**src/rtl/ansplit_pkg.sv**
```systemverilog
// Shared constants and result type for the Annex B unit splitter.
// No dependencies.
package ansplit_pkg;

    // Length counter width: default and largest supported value.
    localparam int LENGTH_BITS_DEFAULT = 24;
    localparam int LEN_MAX_BITS        = 32;

    // Width of the unit length field on the result channel.
    localparam int UNIT_LEN_W = 24;

    // Start code terminator byte and unit type mask.
    localparam logic [7:0] START_BYTE = 8'h01;
    localparam logic [4:0] TYPE_MASK  = 5'h1F;

    // One result transaction.
    typedef struct packed {
        logic [7:0]            out_byte;
        logic                  byte_valid;
        logic                  unit_first;
        logic                  unit_last;
        logic [4:0]            unit_type;
        logic [UNIT_LEN_W-1:0] unit_length;
        logic                  run_last;
    } result_t;

endpackage

```
**src/rtl/annexb_nal_unit_splitter_core.sv**
```systemverilog
// Annex B start code parser: splits an image byte stream into unit payload bytes.
// Depends on ansplit_pkg.
//
//  channel | direction | transaction
//  s_      | in        | one stream byte plus image end flag
//  m_      | out       | one payload byte or empty-unit report, with marks
//
// Each byte is handled in the step logic between the input register and the
// result register. Extra steps release each held zero ahead of a nonzero byte
// or at image end, close a unit at image end, and replay the two guard bytes
// once a start is confirmed.
// Reset is synchronous and clears control state only; no memory clearing pass.
// A stalled result channel holds only steps that produce a result.
module annexb_nal_unit_splitter_core #(
    parameter int LENGTH_BITS = ansplit_pkg::LENGTH_BITS_DEFAULT
) (
    input  logic                             aclk,
    input  logic                             aresetn,
    input  logic                             s_valid,
    output logic                             s_ready,
    input  logic [7:0]                       s_in_byte,
    input  logic                             s_image_end,
    output logic                             m_valid,
    input  logic                             m_ready,
    output logic [7:0]                       m_out_byte,
    output logic                             m_byte_valid,
    output logic                             m_unit_first,
    output logic                             m_unit_last,
    output logic [4:0]                       m_unit_type,
    output logic [ansplit_pkg::UNIT_LEN_W-1:0] m_unit_length,
    output logic                             m_run_last
);
    import ansplit_pkg::*;

    // Parser modes
    localparam logic [1:0] MODE_SEARCH = 2'd0;
    localparam logic [1:0] MODE_GUARD  = 2'd1;
    localparam logic [1:0] MODE_UNIT   = 2'd2;

    // Step phases within one input transaction
    localparam logic [1:0] PH_START = 2'd0;
    localparam logic [1:0] PH_G1    = 2'd1;
    localparam logic [1:0] PH_IN    = 2'd2;

    // Parser state
    logic [1:0]             mode_reg, mode_next;
    logic [1:0]             zcnt_reg, zcnt_next;
    logic [7:0]             hold_byte_reg, hold_byte_next;
    logic                   hold_valid_reg, hold_valid_next;
    logic [7:0]             g0_reg, g1_reg;
    logic [1:0]             gcnt_reg, gcnt_next;
    logic                   first_pend_reg, first_pend_next;
    logic [LENGTH_BITS-1:0] len_reg, len_next, len_inc;

    // Input register
    logic                   in_valid_reg;
    logic [7:0]             in_byte_reg;
    logic                   in_end_reg;
    logic [1:0]             phase_reg, phase_next;
    logic                   post_reg, post_next;

    // Result register
    logic                   m_valid_reg;
    result_t                out_reg;

    // Step control
    logic                   out_free, step_go, step_emit, step_done, step_rl;
    logic                   act_push, act_end, byte_fin, guard_we;
    logic [7:0]             push_val, unit_c;
    logic                   unit_e;
    logic [LEN_MAX_BITS-1:0] len_wide;
    result_t                res;

    assign out_free = !m_valid_reg || m_ready;
    assign step_go  = in_valid_reg && (!step_emit || out_free);
    assign s_ready  = !in_valid_reg || (step_go && step_done);

    assign len_inc  = (len_reg == '1) ? len_reg : len_reg + LENGTH_BITS'(1);
    assign len_wide = LEN_MAX_BITS'(len_reg);
    assign unit_c   = (phase_reg == PH_G1) ? g1_reg : in_byte_reg;
    assign unit_e   = (phase_reg == PH_G1) ? 1'b0 : in_end_reg;

    // One step of the parser: picks an action, then applies push or close
    always_comb begin
        mode_next       = mode_reg;
        zcnt_next       = zcnt_reg;
        hold_byte_next  = hold_byte_reg;
        hold_valid_next = hold_valid_reg;
        gcnt_next       = gcnt_reg;
        first_pend_next = first_pend_reg;
        len_next        = len_reg;
        phase_next      = phase_reg;
        post_next       = post_reg;
        step_emit       = 1'b0;
        step_done       = 1'b0;
        act_push        = 1'b0;
        act_end         = 1'b0;
        byte_fin        = 1'b0;
        guard_we        = 1'b0;
        push_val        = 8'h00;
        res             = '0;

        if (phase_reg == PH_START && mode_reg == MODE_GUARD && !gcnt_reg[1]) begin
            // collecting the two bytes after a 01
            if (in_end_reg) begin
                mode_next = MODE_SEARCH;
                gcnt_next = 2'd0;
            end else begin
                guard_we  = 1'b1;
                gcnt_next = gcnt_reg + 2'd1;
            end
            step_done = 1'b1;
        end else if (phase_reg == PH_START && mode_reg == MODE_GUARD) begin
            // start confirmed: open unit and take the first guard byte
            mode_next       = MODE_UNIT;
            first_pend_next = 1'b1;
            hold_byte_next  = g0_reg;
            hold_valid_next = (g0_reg != 8'h00);
            zcnt_next       = (g0_reg == 8'h00) ? 2'd1 : 2'd0;
            len_next        = (g0_reg != 8'h00) ? LENGTH_BITS'(1) : '0;
            phase_next      = PH_G1;
        end else if (phase_reg == PH_START && mode_reg != MODE_UNIT) begin
            // searching for a 01
            mode_next = (in_byte_reg == START_BYTE && !in_end_reg) ? MODE_GUARD
                                                                    : MODE_SEARCH;
            gcnt_next = 2'd0;
            step_done = 1'b1;
        end else begin
            // unit byte handling
            if (post_reg) begin
                if (zcnt_reg != 2'd0) begin
                    act_push  = 1'b1;
                    zcnt_next = zcnt_reg - 2'd1;
                end else begin
                    act_end   = 1'b1;
                    mode_next = MODE_SEARCH;
                    step_done = 1'b1;
                end
            end else if (unit_c == START_BYTE && zcnt_reg[1]) begin
                act_end   = 1'b1;
                mode_next = unit_e ? MODE_SEARCH : MODE_GUARD;
                gcnt_next = 2'd0;
                step_done = 1'b1;
            end else if (unit_c == 8'h00) begin
                if (zcnt_reg != 2'd3) begin
                    zcnt_next = zcnt_reg + 2'd1;
                end else begin
                    act_push = 1'b1;
                end
                byte_fin = 1'b1;
            end else if (zcnt_reg != 2'd0) begin
                // release one held zero ahead of the byte
                act_push  = 1'b1;
                zcnt_next = zcnt_reg - 2'd1;
            end else begin
                act_push = 1'b1;
                push_val = unit_c;
                byte_fin = 1'b1;
            end

            if (byte_fin) begin
                if (unit_e) begin
                    post_next = 1'b1;
                end else if (phase_reg == PH_G1) begin
                    phase_next = PH_IN;
                end else begin
                    step_done = 1'b1;
                end
            end
        end

        // push through the one-byte delay
        if (act_push) begin
            if (hold_valid_reg) begin
                step_emit       = 1'b1;
                res.out_byte    = hold_byte_reg;
                res.byte_valid  = 1'b1;
                res.unit_first  = first_pend_reg;
                first_pend_next = 1'b0;
            end
            hold_byte_next  = push_val;
            hold_valid_next = 1'b1;
            len_next        = len_inc;
        end

        // close the unit
        if (act_end) begin
            step_emit       = 1'b1;
            res.out_byte    = hold_valid_reg ? hold_byte_reg : 8'h00;
            res.byte_valid  = hold_valid_reg;
            res.unit_first  = hold_valid_reg ? first_pend_reg : 1'b1;
            res.unit_last   = 1'b1;
            res.unit_length = len_wide[UNIT_LEN_W-1:0];
            hold_valid_next = 1'b0;
            zcnt_next       = 2'd0;
            first_pend_next = 1'b0;
            len_next        = '0;
        end

        res.unit_type = (res.unit_first && res.byte_valid) ? (res.out_byte[4:0] & TYPE_MASK)
                                                           : 5'd0;

        // last result of the transaction: nothing after this step produces one
        step_rl = step_done ||
                  (phase_reg == PH_G1 && phase_next == PH_IN && in_byte_reg == 8'h00 &&
                   zcnt_next != 2'd3 && !in_end_reg);
        res.run_last = step_rl;
    end

    // Control registers
    always_ff @(posedge aclk) begin
        if (!aresetn) begin
            mode_reg       <= MODE_SEARCH;
            zcnt_reg       <= 2'd0;
            hold_valid_reg <= 1'b0;
            gcnt_reg       <= 2'd0;
            first_pend_reg <= 1'b0;
            len_reg        <= '0;
            in_valid_reg   <= 1'b0;
            phase_reg      <= PH_START;
            post_reg       <= 1'b0;
            m_valid_reg    <= 1'b0;
        end else begin
            if (step_go) begin
                mode_reg       <= mode_next;
                zcnt_reg       <= zcnt_next;
                hold_valid_reg <= hold_valid_next;
                gcnt_reg       <= gcnt_next;
                first_pend_reg <= first_pend_next;
                len_reg        <= len_next;
            end
            if (s_valid && s_ready) begin
                in_valid_reg <= 1'b1;
                phase_reg    <= PH_START;
                post_reg     <= 1'b0;
            end else if (step_go) begin
                if (step_done) begin
                    in_valid_reg <= 1'b0;
                end
                phase_reg <= phase_next;
                post_reg  <= post_next;
            end
            if (step_go && step_emit) begin
                m_valid_reg <= 1'b1;
            end else if (m_ready) begin
                m_valid_reg <= 1'b0;
            end
        end
    end

    // Payload registers
    always_ff @(posedge aclk) begin
        if (step_go) begin
            hold_byte_reg <= hold_byte_next;
        end
        if (step_go && guard_we) begin
            if (!gcnt_reg[0]) begin
                g0_reg <= in_byte_reg;
            end else begin
                g1_reg <= in_byte_reg;
            end
        end
        if (s_valid && s_ready) begin
            in_byte_reg <= s_in_byte;
            in_end_reg  <= s_image_end;
        end
        if (step_go && step_emit) begin
            out_reg <= res;
        end
    end

    assign m_valid       = m_valid_reg;
    assign m_out_byte    = out_reg.out_byte;
    assign m_byte_valid  = out_reg.byte_valid;
    assign m_unit_first  = out_reg.unit_first;
    assign m_unit_last   = out_reg.unit_last;
    assign m_unit_type   = out_reg.unit_type;
    assign m_unit_length = out_reg.unit_length;
    assign m_run_last    = out_reg.run_last;

endmodule

```
**config.mk**
```make
export PLATFORM = sky130hd
export DESIGN_NAME = annexb_nal_unit_splitter_core
export DESIGN_NICKNAME = d
export VERILOG_FILES = /design/src/rtl/ansplit_pkg.sv /design/src/rtl/annexb_nal_unit_splitter_core.sv
export SDC_FILE = /design/constraint.sdc
export NUM_CORES = 1
export LEC_CHECK = 0
export ABC_AREA = 1
export BUFFER_PORTS_ARGS = -buffer_cell sky130_fd_sc_hd__buf_2
export CAP_MARGIN = 5
export CORE_MARGIN = 2
export CORE_UTILIZATION = 45
export CTS_CLUSTER_SIZE = 16
export DETAILED_ROUTE_END_ITERATION = 6
export PLACE_DENSITY = 0.66
export SYNTH_ARGS = -nofsm -noshare
export SYNTH_HDL_FRONTEND = slang
export SYNTH_SLANG_ARGS = --single-unit
```
**constraint.sdc**
```tcl
create_clock -name aclk -period 2.8 [get_ports aclk]
set_input_delay 0.56 -clock aclk [delete_from_list [all_inputs] [get_ports aclk]]
set_output_delay 0.56 -clock aclk [all_outputs]
set_load 0.01 [all_outputs]
```
; ---- After elaboration in Yosys (flattened, before gate mapping)
; Cells that the tools add are included.
[classes]
order_cmp = 0
div = 0
eq_ne = 16
shift = 0
multipliers = 0
n_addsub = 4
mux = 99
bitwise = 5
reduce_logical = 47
[ops]
columns = cell, n
row1 = $mux W24, 5
row2 = $mux W8, 12
row3 = $mux W2, 28
row4 = $mux W1, 51
row5 = $add A24 B1 Y24 const B, 1
row6 = $eq A24 B24 Y1 const B, 1
row7 = $logic_not A8 Y1, 3
row8 = $mux W10, 2
row9 = $eq A8 B1 Y1 const B, 2
row10 = $logic_and A1 B1 Y1, 15
row11 = $reduce_and A4 Y1, 3
row12 = $mux W11, 1
row13 = $ne A2 B2 Y1 const B, 5
row14 = $reduce_bool A2 Y1, 5
row15 = $reduce_bool A8 Y1, 1
row16 = $ne A3 B3 Y1 const B, 2
row17 = $reduce_and A2 Y1, 3
row18 = $reduce_and A3 Y1, 2
row19 = $reduce_and A6 Y1, 1
row20 = $reduce_bool A3 Y1, 2
row21 = $logic_not A1 Y1, 5
row22 = $ne A5 B5 Y1 const B, 1
row23 = $not A1 Y1, 5
row24 = $reduce_bool A5 Y1, 1
row25 = other kinds (9), 14
[word_totals]
ff_bits = 111
rom_bits = 0
mem_count = 0
ram_bits = 0
word_cells = 193
inputBits = 13
latch_bits = 0

; ---- Longest topological paths before layout
[logic_depth]
depth_word = 19
depth_mapped = 19
mapped_depth_nobuf = 17

; ---- Worst setup path after synthesis
; Ideal clock, no wire load.
[synth_path]
path_kind = register to register
start = register phase_reg[1]
end = register out_reg, in the netlist m_byte_valid, enable pin
arrival_ns = 2.472
slack_ns = -0.068
synth_period_minus_slack_ns = 2.868
path_stages_with_launch = 14
required_ns = 2.404
path_cell_list = dfxtp_1 -> inv_2 -> nand2_4 -> buf_6 -> o21ai_2 -> nand2_1 -> nor2_1 -> nand3_2 -> nand3_2 -> nand2_2 -> a21boi_1 -> buf_4 -> nand2_1 -> inv_1
[synth_between]
elab_chain_len = 15
[synth_lines]
columns = element, line
row1 = "start, declared", annexb_nal_unit_splitter_core.sv:59  ; logic [1:0] phase_reg, phase_next;
row2 = "start signal, assigned", annexb_nal_unit_splitter_core.sv:240  ; phase_reg <= phase_next;
row3 = $eq A2 B1 Y1, annexb_nal_unit_splitter_core.sv:80  ; assign unit_c = (phase_reg == PH_G1) ? g1_reg : in_byte_reg;
row4 = $mux W8, annexb_nal_unit_splitter_core.sv:80
row5 = $logic_not A8 Y1 or $eq A8 B1 Y1 (tied branches), "annexb_nal_unit_splitter_core.sv:144, annexb_nal_unit_splitter_core.sv:139"
row6 = $mux W1 or $logic_and A1 B1 Y1 (tied branches), "annexb_nal_unit_splitter_core.sv:144, annexb_nal_unit_splitter_core.sv:139"
row7 = $mux W1, annexb_nal_unit_splitter_core.sv:139  ; end else if (unit_c == START_BYTE && zcnt_reg[1]) begin
row8 = $mux W1, annexb_nal_unit_splitter_core.sv:130  ; if (post_reg) begin
row9 = $mux W1, annexb_nal_unit_splitter_core.sv:122  ; end else if (phase_reg == PH_START && mode_reg != MODE_UNIT) begin
row10 = $mux W1, annexb_nal_unit_splitter_core.sv:113  ; end else if (phase_reg == PH_START && mode_reg == MODE_GUARD) begin
row11 = $mux W1, annexb_nal_unit_splitter_core.sv:103  ; if (phase_reg == PH_START && mode_reg == MODE_GUARD && !gcnt_reg[1]) begin
row12 = $mux W1, annexb_nal_unit_splitter_core.sv:173  ; if (act_push) begin
row13 = $mux W1 *, annexb_nal_unit_splitter_core.sv:187  ; if (act_end) begin
row14 = $logic_not A1 Y1, annexb_nal_unit_splitter_core.sv:75  ; assign step_go = in_valid_reg && (!step_emit || out_free);
row15 = $logic_or A1 B1 Y1, annexb_nal_unit_splitter_core.sv:75
row16 = $logic_and A1 B1 Y1, annexb_nal_unit_splitter_core.sv:75
row17 = $logic_and A1 B1 Y1 *, annexb_nal_unit_splitter_core.sv:267  ; if (step_go && step_emit) begin
row18 = "end signal, assigned", annexb_nal_unit_splitter_core.sv:268  ; out_reg <= res;
row19 = "end, declared", annexb_nal_unit_splitter_core.sv:64  ; result_t out_reg;
; Every way passes the cells marked *; elsewhere a longest branch is shown, timed or not.
; A chain may end at the register's enable or synchronous reset.

; ---- Worst setup path after layout
[layout_path]
start = register phase_reg[1]
end = output s_ready
[layout_between]
elab_chain_len = 16
[layout_lines]
columns = element, line
row1 = $eq A2 B1 Y1, "annexb_nal_unit_splitter_core.sv:80, annexb_nal_unit_splitter_core.sv:81, annexb_nal_unit_splitter_core.sv:164"
row2 = $mux W8, annexb_nal_unit_splitter_core.sv:80
row3 = $logic_not A8 Y1 or $eq A8 B1 Y1 (tied branches), "annexb_nal_unit_splitter_core.sv:144, annexb_nal_unit_splitter_core.sv:139"
row4 = $mux W1 or $logic_and A1 B1 Y1 (tied branches), "annexb_nal_unit_splitter_core.sv:144, annexb_nal_unit_splitter_core.sv:139"
row5 = $mux W1, annexb_nal_unit_splitter_core.sv:139
row6 = $mux W1, annexb_nal_unit_splitter_core.sv:130
row7 = $mux W1, annexb_nal_unit_splitter_core.sv:122
row8 = $mux W1, annexb_nal_unit_splitter_core.sv:113
row9 = $mux W1, annexb_nal_unit_splitter_core.sv:103
row10 = $mux W1, annexb_nal_unit_splitter_core.sv:173
row11 = $mux W1, annexb_nal_unit_splitter_core.sv:187
row12 = $logic_not A1 Y1, annexb_nal_unit_splitter_core.sv:75
row13 = $logic_or A1 B1 Y1, annexb_nal_unit_splitter_core.sv:75
row14 = $logic_and A1 B1 Y1, annexb_nal_unit_splitter_core.sv:75
row15 = $logic_and A1 B1 Y1 *, annexb_nal_unit_splitter_core.sv:76  ; assign s_ready = !in_valid_reg || (step_go && step_done);
row16 = $logic_or A1 B1 Y1 *, annexb_nal_unit_splitter_core.sv:76
row17 = "end, declared", annexb_nal_unit_splitter_core.sv:20  ; output logic s_ready,
; Every way passes the cells marked *; elsewhere a longest branch is shown, timed or not. The select of a mux whose other input is x is not followed.

==> summary.md <==
| Metric | Value |
|---|---|
| Switching Fraction | `0.2065` |
| Post-synthesis adder-cell area fraction | `0.002329` |
| Psw | `0.0006697 W` |
| Hold Crit Endpoint | `in_end_reg` |
| Syn nets | `631` |
| Failing checks | `DRC` |
| PwrDens | `511.3 nW/um2` |
| Post-synthesis async set-or-reset flop share | `0` |
| Post-DP HPWL | `8346 um` |
| Area leader, netlist | `edfxtp_1` |
| CP arrival | `2.14 ns` |
| Rel. slew slack | `0.6963` |
| First-pass GRT wire length | `19110 um` |
| WS Path Type | `flip-flop to output pin` |
| Final clock period utilization by the worst path | `0.9654` |
| Synthesized flop and latch total | `111` |
| Placement row count | `39` |
| Critical Path RT | `2.24 ns` |
| Max clock buf depth | `2` |
| Die Wd | `113.3 um` |
| Die area | `12830 um2` |
| Peak supply drop | `0.0003145 V` |
| Layout area overhead | `18.08%` |
| CTS tree | `yes` |
| Drt drc | `6` |
| Largest family of logic cells by synthesized area | `simple AND/OR/NAND/NOR gates` |
| Number of synthesized flops with an enable pin | `74` |
| Hold-fix buffers, CTS | `0` |
| Core footprint | `11520 um2` |
| R2R setup slack | `0.37 ns` |
| Comb pwr share | `0.040` |
| Worst Skew | `0.008060 ns` |
| Critical Path Fanout Max | `9` |
| Vias | `4253` |
| Syn_area_per_cell | `8.706 um2` |
| RePlAce Congestion | `0.8932` |
| First drt pass iteration count | `7` |
| Post-layout min period | `2.703 ns` |
| Max-Cap Viols | `0` |
| Diode count | `0` |
| Pwr Total | `0.003243 W` |
| Share of cells above drive strength 1 | `0.2219` |
| Hold crit path type | `input port to flip-flop` |
| Clk Latency, worst-skew pair | `0.36 ns` |
| Number of global-route vias before repair | `3916` |
| Antenna viol nets, final | `0` |
| Fin. Hold Viols | `0` |
| Slew Limit Fails | `0` |
| Worst Hold Launch | `s_image_end` |
| Top_reg_cell synth | `edfxtp_1` |
| Worst Setup Start Kind | `flip-flop` |
| Largest net degree at the start of global routing | `30` |
| Seq/Total Area, Yosys | `0.5516` |
| CP endpoint kind | `output pin` |
| Grt ovf | `0` |
| Multiplexer share of the synthesized area | `0` |
| Synth warn | `0` |
| Compound-Gate Fraction of Synth Area | `0.07687` |
| Initial Util | `0.4664` |
| Worst-Margin Slew | `0.4556 ns` |
| Lkg Pwr | `2.284 nW` |
| Status | `finished, violations left` |
| I/O pins | `56` |
| Gr usage total | `0.1896` |
| Worst Hold Path Cells | `1` |
| PortBufs | `55` |
| Final worst slack | `0.09675 ns` |
| Clock-pin transition on the worst setup and hold timing paths | `0.07 ns` |
| Vias per inst | `5.081` |
| Fmax | `369.9 MHz` |
| Final setup fails | `0` |
| Antenna violations before repair | `0` |
| Iteration-0 DRC Markers | `304` |
| R2r endpoint | `m_unit_type[1]` |
| Clock root buffer | `clkbuf_16` |
| Placed cells | `813` |
| H-Tree Depth | `3` |
| Sequential share of power | `0.546` |
| Synth area leaders | `edfxtp_1 (41%), dfxtp_1 (14%), nand2_1 (9.4%)` |
| Int Power | `0.002573 W` |
| Post-synthesis simple-gate area fraction | `0.2772` |
| Syn Inst Count | `617` |
| WL final | `11760 um` |
| Clock Power Share | `0.414` |
| CTS sink count | `111` |
| Worst reg2reg path depth | `12` |
| Non-Filler Instances | `837` |
| Count of cell types in the netlist | `42` |
| RR Startpoint | `phase_reg[1]` |
| Num CTS Buffers | `9` |
| Syn Std Cell Area | `5371 um2` |
| Post-synthesis xor/xnor area fraction | `0.01304` |
| Nets | `703` |
| Drt wl/cell | `14.04 um` |
| # fillers | `1053` |
| Post-synth top area share | `0.4137` |
| Die Y-Extent | `113.3 um` |
| Setup WS pre-CTS | `0.2383 ns` |
[critical path, cell delays in order, from the launching register on]
cell     delay (ns)
dfxtp_4        0.37
inv_4          0.11
nand2_4        0.09
o21ai_4        0.21
nand2_1        0.12
nor2_4         0.14
nand2_2        0.08
nand2_2        0.08
nand4_1        0.11
a21oi_2        0.19
nand2_2        0.07
nand2_2        0.08
buf_2          0.13
[power groups by stage]
stage               clock [W]  sequential [W]  combinational, W
floorplan                   0         0.00180         0.0000874
global placement            0         0.00181          0.000121
detailed placement          0         0.00181          0.000122
CTS                   0.00138         0.00177          0.000124
global route          0.00144         0.00177          0.000146
finish                0.00134         0.00177          0.000130
[cell families after synthesis]
logic type      after synthesis
simple gates                326
flops                       111
buf+inv                     104
compound gates               67
xor+xnor                      8
fa+ha+maj                     1
[cell type report]
class                   count  area, um2  share of cell area
well taps                 143      178.9             0.02821
clock inverters             6      85.08             0.01341
multi-input cells         403       2071              0.3265
inverters                  87      332.8             0.05248
clock buffers              10      229.0             0.03610
repair buffers             77      475.5             0.07497
flip-flops and latches    111       2970              0.4683
[metal layers]
| metal | part of all wire | global-route usage | up-vias |
|---|---|---|---|
| li1 | - | - | 2147 |
| met5 | 0 | 0 | - |
| met3 | 0.058 | 0.03642 | 15 |
| met4 | 0.020 | 0.08293 | 0 |
| met1 | 0.48 | 0.2711 | 1964 |
| met2 | 0.44 | 0.2818 | 127 |
[metrics by stage]
stage                     area [um2]  TNS [ns]  utilization  hold WS, ns
after floorplan                 5375         0            -       0.4418
after global placement          5869         0       0.5097       0.4699
after detailed placement        5869         0       0.5097       0.4667
after CTS                       6208         0       0.5391       0.3653
after global routing            6342  -0.04193       0.5507       0.3628
final                           6342         0       0.5507       0.3771
[worst max path at each step]
stage,endpoint,from
2_1_floorplan,m_byte_valid,phase_reg[1]
3_3_place_gp,s_ready,phase_reg[0]
6_report,s_ready,phase_reg[1]
5_1_grt,s_ready,phase_reg[1]
4_1_cts,s_ready,phase_reg[0]
3_5_place_dp,in_byte_reg[6],phase_reg[0]
[cell usage after synthesis (2+ instances only)]
library cell    n
buf_6           3
o31ai_1         4
nand3_2         2
nand2_1       134
nor2_8          2
dfxtp_1        37
a22oi_1         2
nand2_4         4
o32ai_1         2
nand3b_1        2
nor2_2          3
o21ai_0        25
buf_4           2
xor2_1          7
nor2_1        107
nand4_1        15
nand3_1        24
nor3b_1         2
o22ai_1         2
nand3_4         2
nand2_2        14
buf_2           3
a21oi_2        10
inv_1          83
nor3_1          9
inv_2           3
clkbuf_1        9
nor4_1          3
a21oi_1        16
edfxtp_1       74
[layout by cell type, fill, tap and decap left out, drive strengths merged]
cell type,synthesis,final
a211oi,1,1
a21boi,1,1
a21oi,26,26
a221oi,1,1
a22oi,2,2
and3,1,1
buf,8,77
bufinv,0,2
clkbuf,9,10
clkinv,1,2
clkinvlp,0,4
dfxtp,37,37
edfxtp,74,74
ha,1,1
inv,86,85
nand2,152,153
nand3,28,28
nand3b,2,2
nand4,15,15
nor2,113,113
nor3,9,9
nor3b,2,2
nor4,4,4
o211ai,1,1
o21ai,27,27
o22ai,2,2
o31ai,4,4
o32ai,2,2
xnor2,1,1
xor2,7,7
[timing repair]
action                                 4_1_cts  5_1_grt
pin swaps                                    1        9
buffers inserted                             1        6
setup endpoints to repair                    1        1
endpoints found under the hold margin        0        0
cloned                                       0        1
gates resized for setup                      6       22
(Power assumes the default switching activity.)
